==> config.mk <==
export PLATFORM = sky130hd
export DESIGN_NAME = masked_patch_ssd_best_match
export DESIGN_NICKNAME = d
export VERILOG_FILES = /design/src/mpssd_pkg.sv /design/src/mpssd_pixel_cost.sv /design/src/mpssd_search.sv /design/src/masked_patch_ssd_best_match.sv
export SDC_FILE = /design/constraint.sdc
export NUM_CORES = 1
export LEC_CHECK = 0
export CAP_MARGIN = 0
export CELL_PAD_IN_SITES_DETAIL_PLACEMENT = 0
export CELL_PAD_IN_SITES_GLOBAL_PLACEMENT = 2
export CORE_UTILIZATION = 42
export DETAILED_ROUTE_END_ITERATION = 10
export DONT_BUFFER_PORTS = 1
export GPL_ROUTABILITY_DRIVEN = 0
export GPL_TIMING_DRIVEN = 0
export PLACE_DENSITY = 0.85
export SYNTH_ARGS = -nofsm -noshare
export SYNTH_HDL_FRONTEND = slang
export SYNTH_HIERARCHICAL = 1
export SYNTH_SLANG_ARGS = --single-unit
==> constraint.sdc <==
create_clock -name clock -period 14.1 [get_ports clock]
set_input_delay 3.525 -clock clock [delete_from_list [all_inputs] [get_ports clock]]
set_output_delay 3.525 -clock clock [all_outputs]
set_load 0.02 [all_outputs]
==> src/mpssd_pkg.sv <==
// Package for the masked patch SSD best-match search.
// Types, widths and codes shared by all modules; no dependencies.
`default_nettype none

package mpssd_pkg;

   localparam int EDGE_RADIUS = 4;
   localparam int COORD_BITS  = 12;
   localparam int CHAN_BITS   = 8;
   localparam int SQ_BITS     = 2 * CHAN_BITS;
   localparam int ADD_BITS    = SQ_BITS + 2;
   localparam int COST_BITS   = 26;

   localparam logic [COST_BITS-1:0] COST_MAX     = {COST_BITS{1'b1}};
   localparam logic [COST_BITS-1:0] THRESH_RESET =
      COST_BITS'(EDGE_RADIUS * EDGE_RADIUS * 48);

   typedef enum logic [1:0] {
      MARK_MID        = 2'd0,
      MARK_BLOCK_END  = 2'd1,
      MARK_ROW_END    = 2'd2,
      MARK_SEARCH_END = 2'd3
   } mark_type;

   typedef struct packed {
      logic [COORD_BITS-1:0] cand_x;
      logic [COORD_BITS-1:0] cand_y;
      logic [CHAN_BITS-1:0]  src_blue;
      logic [CHAN_BITS-1:0]  src_green;
      logic [CHAN_BITS-1:0]  src_red;
      logic [CHAN_BITS-1:0]  dst_blue;
      logic [CHAN_BITS-1:0]  dst_green;
      logic [CHAN_BITS-1:0]  dst_red;
      logic                  src_in_hole;
      logic                  dst_known;
      mark_type              pixel_mark;
   } req_type;

   typedef struct packed {
      logic                  found;
      logic [COORD_BITS-1:0] best_x;
      logic [COORD_BITS-1:0] best_y;
      logic [COST_BITS-1:0]  best_cost;
   } rsp_type;

endpackage

`default_nettype wire

==> src/mpssd_pixel_cost.sv <==
// Per-pixel cost: sum of squared B, G and R differences of one pixel pair.
// Uses mpssd_pkg for the item type and widths.
`default_nettype none

module mpssd_pixel_cost (
   input  mpssd_pkg::req_type                  item,
   output logic [mpssd_pkg::ADD_BITS-1:0]      pixel_cost
);

   function automatic logic [mpssd_pkg::SQ_BITS-1:0] sq_diff(
      input logic [mpssd_pkg::CHAN_BITS-1:0] a,
      input logic [mpssd_pkg::CHAN_BITS-1:0] b
   );
      logic [mpssd_pkg::CHAN_BITS-1:0] d;
      d = (a > b) ? (a - b) : (b - a);
      return mpssd_pkg::SQ_BITS'(d) * mpssd_pkg::SQ_BITS'(d);
   endfunction

   logic [mpssd_pkg::SQ_BITS-1:0] sq_b;
   logic [mpssd_pkg::SQ_BITS-1:0] sq_g;
   logic [mpssd_pkg::SQ_BITS-1:0] sq_r;

   always_comb begin
      sq_b       = sq_diff(item.src_blue,  item.dst_blue);
      sq_g       = sq_diff(item.src_green, item.dst_green);
      sq_r       = sq_diff(item.src_red,   item.dst_red);
      pixel_cost = mpssd_pkg::ADD_BITS'(sq_b) + mpssd_pkg::ADD_BITS'(sq_g)
                 + mpssd_pkg::ADD_BITS'(sq_r);
   end

endmodule

`default_nettype wire

==> src/mpssd_search.sv <==
// Search state: running block cost, best candidate and early-stop flag.
// Uses mpssd_pkg; takes the pixel cost from mpssd_pixel_cost.
`default_nettype none

module mpssd_search (
   input  logic                                clock,
   input  logic                                reset,
   input  logic                                step,
   input  mpssd_pkg::req_type                  item,
   input  logic [mpssd_pkg::ADD_BITS-1:0]      pixel_cost,
   input  logic [mpssd_pkg::COST_BITS-1:0]     threshold,
   output mpssd_pkg::rsp_type                  result
);

   logic [mpssd_pkg::COST_BITS-1:0]  running_cost_ff, running_cost_in;
   logic                             block_invalid_ff, block_invalid_in;
   logic [mpssd_pkg::COST_BITS-1:0]  best_cost_ff, best_cost_in;
   logic                             best_valid_ff, best_valid_in;
   logic [mpssd_pkg::COORD_BITS-1:0] best_col_ff, best_col_in;
   logic [mpssd_pkg::COORD_BITS-1:0] best_row_ff, best_row_in;
   logic                             stopped_ff, stopped_in;

   logic                             inv_now;
   logic [mpssd_pkg::COST_BITS:0]    sum;
   logic [mpssd_pkg::COST_BITS-1:0]  cost_now;
   logic                             take;

   always_comb begin
      running_cost_in  = running_cost_ff;
      block_invalid_in = block_invalid_ff;
      best_cost_in     = best_cost_ff;
      best_valid_in    = best_valid_ff;
      best_col_in      = best_col_ff;
      best_row_in      = best_row_ff;
      stopped_in       = stopped_ff;

      inv_now  = block_invalid_ff | item.src_in_hole;
      sum      = {1'b0, running_cost_ff} + (mpssd_pkg::COST_BITS + 1)'(pixel_cost);
      cost_now = running_cost_ff;
      if (item.dst_known && !inv_now) begin
         cost_now = sum[mpssd_pkg::COST_BITS] ? mpssd_pkg::COST_MAX
                                              : sum[mpssd_pkg::COST_BITS-1:0];
      end
      take = !inv_now && (!best_valid_ff || cost_now <= best_cost_ff);

      if (!stopped_ff) begin
         running_cost_in  = cost_now;
         block_invalid_in = inv_now;
         if (item.pixel_mark != mpssd_pkg::MARK_MID) begin
            if (take) begin
               best_valid_in = 1'b1;
               best_cost_in  = cost_now;
               best_col_in   = item.cand_x;
               best_row_in   = item.cand_y;
            end
            running_cost_in  = '0;
            block_invalid_in = 1'b0;
         end
         if (item.pixel_mark == mpssd_pkg::MARK_ROW_END && best_valid_in
             && best_cost_in < threshold) begin
            stopped_in = 1'b1;
         end
      end

      result.found     = best_valid_in;
      result.best_x    = best_valid_in ? best_col_in  : '0;
      result.best_y    = best_valid_in ? best_row_in  : '0;
      result.best_cost = best_valid_in ? best_cost_in : '0;

      if (item.pixel_mark == mpssd_pkg::MARK_SEARCH_END) begin
         running_cost_in  = '0;
         block_invalid_in = 1'b0;
         best_cost_in     = '0;
         best_valid_in    = 1'b0;
         best_col_in      = '0;
         best_row_in      = '0;
         stopped_in       = 1'b0;
      end
   end

   always_ff @(posedge clock) begin
      if (reset) begin
         running_cost_ff  <= '0;
         block_invalid_ff <= 1'b0;
         best_cost_ff     <= '0;
         best_valid_ff    <= 1'b0;
         best_col_ff      <= '0;
         best_row_ff      <= '0;
         stopped_ff       <= 1'b0;
      end else if (step) begin
         running_cost_ff  <= running_cost_in;
         block_invalid_ff <= block_invalid_in;
         best_cost_ff     <= best_cost_in;
         best_valid_ff    <= best_valid_in;
         best_col_ff      <= best_col_in;
         best_row_ff      <= best_row_in;
         stopped_ff       <= stopped_in;
      end
   end

   // early stop only follows a row end with a best candidate in hand
   a_stop_has_best: assert property (@(posedge clock) disable iff (reset)
      stopped_ff |-> best_valid_ff)
      else $error("stopped without a best candidate");

   a_stop_block_clear: assert property (@(posedge clock) disable iff (reset)
      stopped_ff |-> (running_cost_ff == '0 && !block_invalid_ff))
      else $error("block state not clear while stopped");

   a_end_clears: assert property (@(posedge clock) disable iff (reset)
      (step && item.pixel_mark == mpssd_pkg::MARK_SEARCH_END)
      |=> (!best_valid_ff && !stopped_ff))
      else $error("search state not cleared after search end");

endmodule

`default_nettype wire

==> src/masked_patch_ssd_best_match.sv <==
// Top level of the masked patch SSD best-match search.
// Uses mpssd_pkg, mpssd_pixel_cost and mpssd_search.
//
// Usage:
//   req_*: one transfer per pixel pair (candidate corner, source and target
//   BGR, in-hole and known flags, pixel mark). pixel_mark closes a block,
//   a block and row, or the whole search.
//   rsp_*: one transfer per search, on the search-end pixel: found flag,
//   best corner and best cost. No other pixel produces a transfer.
//   csr_*: write of the early-stop threshold; write only while idle.
// Timing:
//   One pixel per cycle sustained while no search-end pixel waits on a
//   stalled response. A pixel sits in the input register, where squares,
//   saturating accumulate and best compare are done in a single
//   combinational pass; the search-end result is then registered, and
//   rsp_valid comes from that output register.
// Reset clears search state and rsp_valid, and loads threshold 768.
// A stalled response holds; while it is held, only a search-end pixel
// waits in the input register, and req_stall rises until rsp is taken.
`default_nettype none

module masked_patch_ssd_best_match (
   input  logic                            clock,
   input  logic                            reset,
   input  logic                            req_valid,
   output logic                            req_stall,
   input  mpssd_pkg::req_type              req_data,
   output logic                            rsp_valid,
   input  logic                            rsp_stall,
   output mpssd_pkg::rsp_type              rsp_data,
   input  logic                            csr_wr_en,
   input  logic [mpssd_pkg::COST_BITS-1:0] csr_wr_data
);

   logic                            s1_valid_ff, s1_valid_in;
   mpssd_pkg::req_type              s1_data_ff;
   logic                            rsp_valid_ff, rsp_valid_in;
   mpssd_pkg::rsp_type              rsp_data_ff;
   logic [mpssd_pkg::COST_BITS-1:0] thresh_ff;

   logic                            out_free;
   logic                            is_end;
   logic                            advance;
   logic [mpssd_pkg::ADD_BITS-1:0]  pixel_cost;
   mpssd_pkg::rsp_type              result;

   mpssd_pixel_cost u_cost (
      .item       (s1_data_ff),
      .pixel_cost (pixel_cost)
   );

   mpssd_search u_search (
      .clock      (clock),
      .reset      (reset),
      .step       (advance),
      .item       (s1_data_ff),
      .pixel_cost (pixel_cost),
      .threshold  (thresh_ff),
      .result     (result)
   );

   always_comb begin
      out_free     = !rsp_valid_ff || !rsp_stall;
      is_end       = s1_data_ff.pixel_mark == mpssd_pkg::MARK_SEARCH_END;
      advance      = s1_valid_ff && (!is_end || out_free);
      req_stall    = s1_valid_ff && !advance;
      s1_valid_in  = (req_valid && !req_stall) ? 1'b1 : (advance ? 1'b0 : s1_valid_ff);
      rsp_valid_in = (advance && is_end) ? 1'b1 : (out_free ? 1'b0 : rsp_valid_ff);
      rsp_valid    = rsp_valid_ff;
      rsp_data     = rsp_data_ff;
   end

   always_ff @(posedge clock) begin
      if (reset) begin
         s1_valid_ff  <= 1'b0;
         rsp_valid_ff <= 1'b0;
         thresh_ff    <= mpssd_pkg::THRESH_RESET;
      end else begin
         s1_valid_ff  <= s1_valid_in;
         rsp_valid_ff <= rsp_valid_in;
         if (csr_wr_en) begin
            thresh_ff <= csr_wr_data;
         end
      end
   end

   always_ff @(posedge clock) begin
      if (req_valid && !req_stall) begin
         s1_data_ff <= req_data;
      end
      if (advance && is_end) begin
         rsp_data_ff <= result;
      end
   end

endmodule

`default_nettype wire

### Yosys cells after proc, flatten, opt, wreduce, memory -nomap -nowiden

Cells that the tools add are included.

| cells by class | value |
|---|---|
| $add $sub $neg | 9 |
| $mul | 3 |
| divide/modulo/power cells | 0 |
| magnitude comparators | 5 |
| equal/unequal tests | 3 |
| shifts and indexed selects | 0 |
| multiplexer cells | 36 |
| bitwise gates (word level) | 1 |
| reductions and logical operators | 22 |

Operators by type and width:

| operator | count |
|---|---|
| 26-bit two-way mux | 10 |
| 12-bit two-way mux | 8 |
| 8-bit by 8-bit multiplier with 16-bit output | 3 |
| 8-bit subtractor | 6 |
| 26-bit by 18-bit adder with 27-bit output | 1 |
| 26-bit less-or-equal comparator | 1 |
| 26-bit < comparator | 1 |
| 8-bit greater-than comparator | 3 |
| 8-bit two-way mux | 3 |
| 18-bit by 16-bit adder with 18-bit output | 1 |
| 16-bit by 16-bit adder with 17-bit output | 1 |
| 1-bit two-way mux | 15 |
| 1-bit logical AND | 8 |
| 1-bit logical NOT | 7 |
| 2-bit nonzero test | 3 |
| 2-bit == test, second input constant | 2 |
| 1-bit logical OR | 3 |
| 2-bit != test, second input constant | 1 |
| 2-bit AND reduction | 1 |
| 1-bit OR | 1 |

| word-level totals | value |
|---|---|
| register bits after elaboration | 234 |
| latch bits | 0 |
| bits in writable memories | 0 |
| memory bits (read-only) | 0 |
| input bits | 107 |
| logic and storage cells | 104 |
| memories | 0 |

### Logic depth before layout (Yosys ltp)

| logic depth | value |
|---|---|
| word-level depth | 19 |
| mapped depth | 63 |
| gate-level depth less buffers | 58 |

### Modules after synthesis

Netlist, hierarchy kept.

By module, submodules not included:

| module | instances | cells each | area an instance (µm²) | seq. area each (µm²) |
|---|---|---|---|---|
| mpssd_pixel_cost | 1 | 866 | 7,512.2 | 0.0 |
| mpssd_search | 1 | 819 | 6,219.7 | 1,581.5 |
| masked_patch_ssd_best_match | 1 | 223 | 4,855.9 | 4,374.2 |

### Worst setup path after synthesis

Ideal clock, no wire load.

| timing path | value |
|---|---|
| kind | register to register |
| start point | reg s1_data_ff[28] (netlist name) |
| end point | reg u_search.stopped_ff |
| library setup time | 125 ps |
| arrival | 12,471 ps |
| data required time | 13,975 ps |
| setup slack | 1,504 ps |
| cell stages (with the launch flop) | 56 |
| path buffers | 2 |
| clock period less this slack | 12,596 ps |
| cells stage by stage | edfxtp_1 > inv_1 > ha_1 > inv_1 > fa_1 > a211oi_1 > o21bai_2 > o22ai_4 > a21oi_4 > mux2i_1 > xor2_2 > inv_2 > or2_1 > fa_1 > fa_1 > inv_1 > fa_1 > fa_1 > (+20 left out) > mux2i_1 > inv_1 > ha_1 > and4_1 > nand4_1 > nand2b_1 > and4_1 > a21o_1 > nand2_1 > buf_1 > mux2_2 > ha_1 > nor2b_1 > o21ai_0 > a211oi_1 > nor2_1 > nor4b_1 > a21oi_1 |

| between the ends | value |
|---|---|
| cells in the longest elaborated chain, start to end | 18 |
| elaborated cells between the ends (all ways) | 24 |

Ends and longest elaborated chain:

| what | line | RTL |
|---|---|---|
| start, declared | masked_patch_ssd_best_match.sv:36 | `mpssd_pkg::req_type s1_data_ff;` |
| start signal, assigned | masked_patch_ssd_best_match.sv:89 | `s1_data_ff <= req_data;` |
| 8-bit subtractor or 8-bit greater-than comparator (tied branches) | mpssd_pixel_cost.sv:15 | `d = (a > b) ? (a - b) : (b - a);` |
| 8-bit two-way mux * | mpssd_pixel_cost.sv:15 |  |
| 8-bit by 8-bit multiplier with 16-bit output * | mpssd_pixel_cost.sv:16 | `return mpssd_pkg::SQ_BITS'(d) * mpssd_pkg::SQ_BITS'(d);` |
| 18-bit by 16-bit adder with 18-bit output * | mpssd_pixel_cost.sv:28 | `+ mpssd_pkg::ADD_BITS'(sq_r);` |
| named net pixel_cost (one bit) | masked_patch_ssd_best_match.sv:44 | `logic [mpssd_pkg::ADD_BITS-1:0] pixel_cost;` |
| 26-bit by 18-bit adder with 27-bit output * | mpssd_search.sv:38 | `sum = {1'b0, running_cost_ff} + (mpssd_pkg::COST_BITS + 1)'(pixel_cost);` |
| 26-bit two-way mux * | mpssd_search.sv:41 | `cost_now = sum[mpssd_pkg::COST_BITS] ? mpssd_pkg::COST_MAX` |
| 26-bit two-way mux * | mpssd_search.sv:40 | `if (item.dst_known && !inv_now) begin` |
| (+3 left out) | -- |  |
| 26-bit two-way mux or 1-bit two-way mux (tied branches) | mpssd_search.sv:50 | `if (take) begin` |
| 26-bit two-way mux or 1-bit two-way mux (tied branches) | mpssd_search.sv:49 | `if (item.pixel_mark != mpssd_pkg::MARK_MID) begin` |
| 26-bit two-way mux or 1-bit two-way mux (tied branches) | mpssd_search.sv:46 | `if (!stopped_ff) begin` |
| 26-bit < comparator or 1-bit logical AND (tied branches) | mpssd_search.sv:60, mpssd_search.sv:59 |  |
| 1-bit logical AND * | mpssd_search.sv:60 | `&& best_cost_in < threshold) begin` |
| 1-bit two-way mux * | mpssd_search.sv:59 | `if (item.pixel_mark == mpssd_pkg::MARK_ROW_END && best_valid_in` |
| 1-bit two-way mux * | mpssd_search.sv:46 |  |
| 1-bit two-way mux * | mpssd_search.sv:70 | `if (item.pixel_mark == mpssd_pkg::MARK_SEARCH_END) begin` |
| end signal, assigned | mpssd_search.sv:97 | `stopped_ff <= stopped_in;` |
| end, declared | mpssd_search.sv:21 | `logic stopped_ff, stopped_in;` |

Mark *: on every way through the listed nets, which the timed path passes. The rest lies on a longest branch. The select of a mux whose other input is x is not followed.
A chain may end at the register's enable or synchronous reset.

### Worst setup path after layout

| timing path | value |
|---|---|
| start point | reg s1_data_ff[4] (netlist name) |
| end point | reg u_search.stopped_ff |

The elaborated chain is that of the path after synthesis.

==> metrics.txt <==
Non-Filler Instances=approximately 2600; Syn Nets=2348; utilization after layout=0.481; clk sink count=234; Inserted Diodes=0; Longest Clk Path Bufs=3; fillers=4091; Avg Cell Area, Syn=between 9 and 10 µm²; Maximum Capacitance Violations=0; slew of the pin with the lowest slew margin=1.22 ns; fin crit period=13.58 ns; largest family of logic cells by synthesized area=adder cells; routed len/inst=between 15 and 20 µm; initial antenna violation count=0; DP HPWL=36800 µm; status=completed; clock skew=0.0176 ns; final setup margin=0.520 ns; Area Growth Syn to Fin=12.2%; Vias/cell=5.22; Num CTS Buffers=28; CTS clk-pin slew, worst paths=approximately 0.06 ns; Crit path largest cell delay=0.57 ns; Total GRT Usage=0.213; multi-input logic area=11400 µm²; WS Path Type=flop to flop; Rows=between 70 and 80; Syn Inst Count=1908; Async S/R FF share, synth=0; cells on worst reg2reg path=55; post-synthesis sequential area ratio=0.320; synthesized area=about 19000 µm²; # H-tree levels=1; Max Fclk=73.6 MHz; drt first pass iters=6; CP bufs+invs=8; Post-synth EDFFs=127; die area=approximately 45000 µm²; initial core utilization=0.429; via count=approximately 13000; Critical Path AT=between 10 and 15 ns; setup-violating endpoint count in the final report=0; clock tree from TritonCTS=built; Hold Buf Count CTS=0; unrepaired setup endpoints after global routing=yes; Yosys warnings=6; hold path depth=1; first-pass GRT wire length=around 75000 µm; share of layout cells above drive strength 1=0.0990; multiplexer share of the synthesized area=0.0390; Iter 0 DRT Violations=638; Skew-Pair Late Insertion Delay=0.57 ns; post-synthesis xor/xnor area fraction=0.0256; CORE AREA=about 43000 µm²; register area=5960 µm²; worst relative slew slack=0.179; CP max FO=10; synth unique cells=82; CP max-delay cell=fa_1; Hold WC Path Type=flop to flop; adder-cell share of the synthesized area=0.281; Seq cells post-synth=234; grt ovf=0; largest net degree at the start of global routing=49; clk root buf=clkbuf_16; compound-cell area share of the yosys netlist=0.143; largest delay contributor family on the critical path=adder cells; Main synth FF type=edfxtp_1; Simple-Gate Fraction of Synth Area=0.108; Post-DRT Antenna Nets=0; Die X=~210 µm; Chip Height=212 µm; NumNets Final=2397; Worst path depth=between 50 and 60; Worst Path Required=14.61 ns; # port buffers=0; IO Pins=160; vias in the first global route=13800; Most common cell on crit path=fa_1; Final Max Tran Viols=0; fin crit share=0.963; Worst setup EP type=flop; DRC=0; Worst setup SP type=flop; Total Routed Length=46800 µm; dpl cells=2495; Setup WS pre-CTS=-1.36 ns; final hold vios=0
[final timing paths]
kind                                     startpoint                                      to  slack (ns)
max reg2reg                 s1_data_ff[4]$_DFFE_PP_        u_search/stopped_ff$_SDFFE_PP0P_        0.52
max                         s1_data_ff[4]$_DFFE_PP_        u_search/stopped_ff$_SDFFE_PP0P_        0.52
min          u_search/best_cost_ff[14]$_SDFFE_PP0P_  u_search/best_cost_ff[14]$_SDFFE_PP0P_        0.47
min reg2reg  u_search/best_cost_ff[14]$_SDFFE_PP0P_  u_search/best_cost_ff[14]$_SDFFE_PP0P_        0.47
[placed cells by master (no fill, tap or decap), types with 40 or more instances in the layout]
master and count:
a22o_1 50, nor2_1 152, nand2_1 144, dfxtp_1 107, a21oi_1 114, edfxtp_1 127, mux2i_1 40, fa_1 139
o21ai_0 48, inv_1 320, ha_1 190
[cell families after synthesis]
logic type / Yosys count
flops: 234
compound gates: 390
buf+inv: 389
simple gates: 443
xor+xnor: 50
mux: 69
fa+ha+maj: 333
[state kept, by name (all words and copies together) (netlist names)]
register,cells
u_search/running_cost_ff,26
rsp_data,51
u_search/best_row_ff,12
rsp_valid,1
u_search/best_col_ff,12
thresh_ff,26
s1_data_ff,76
u_search/block_invalid_ff,1
u_search/stopped_ff,1
u_search/best_cost_ff,26
s1_valid_ff,1
u_search/best_valid_ff,1
[synth_stat cells, types with 4 or more instances]
master,n,share of area
o22a_1,7,0.0033
mux2_2,19,0.012
inv_1,320,0.065
a22o_1,50,0.024
o211ai_1,9,0.0036
a211oi_1,12,0.0048
o21ai_0,51,0.014
clkbuf_1,41,0.0083
o21bai_1,13,0.0053
a31oi_1,16,0.0054
xor2_2,5,0.0044
nand4_1,16,0.0054
fa_1,140,0.15
mux2i_1,46,0.025
xnor2_1,29,0.014
nor2_1,154,0.031
or3_1,4,0.0013
a221oi_1,6,0.0028
buf_6,4,0.0024
nand3_1,21,0.0057
o21a_1,9,0.0036
nor2b_1,15,0.0050
buf_2,15,0.0040
a21o_1,24,0.0097
o21ai_1,5,0.0013
o31ai_1,7,0.0028
a211o_1,5,0.0024
and2_1,8,0.0027
or2_1,11,0.0037
nor3_1,17,0.0046
and3_1,12,0.0040
nand2b_1,19,0.0064
dfxtp_1,107,0.12
a21oi_1,119,0.032
nand2_1,145,0.029
a22oi_1,19,0.0077
xor2_1,16,0.0075
and4_1,5,0.0024
ha_1,193,0.13
edfxtp_1,127,0.21
or2_2,5,0.0017
[layer usage]
layer  track usage  part of all wire  up-vias
li1              -                 -     6559
met1         0.289              0.46     6538
met2         0.363              0.48      240
met3        0.0257             0.040       53
met4        0.0434             0.016        0
met5             0                 0        -
[metrics by stage]
stage,setup TNS (ns),instance area [µm²],hold slack [ns]
detailed placement,-43.79,19400,0.457
global placement,-37.74,19300,0.455
floorplan,0,18600,0.442
CTS,0,20700,0.477
finish,0,20900,0.474
global route,-0.172,20900,0.491
[cell type report]
class	instances	area share
timing repair buffer	23	0.00972
multi-input combinational	1285	0.547
sequential	234	0.286
clock buffer	36	0.0374
tap	585	0.0351
buffer	62	0.0171
clock inverter	16	0.00960
inverter	323	0.0581
[what timing repair did]
action / 4_1_cts / 5_1_grt
buffers inserted: 13 / 7
gates resized for setup: 37 / 36
pin swaps: 10 / 10
setup endpoints to repair: 83 / 83
gates cloned: 0 / 1
Power is not shown: default switching activity piles up to over one toggle a cycle in this logic, so the estimate is an artifact.
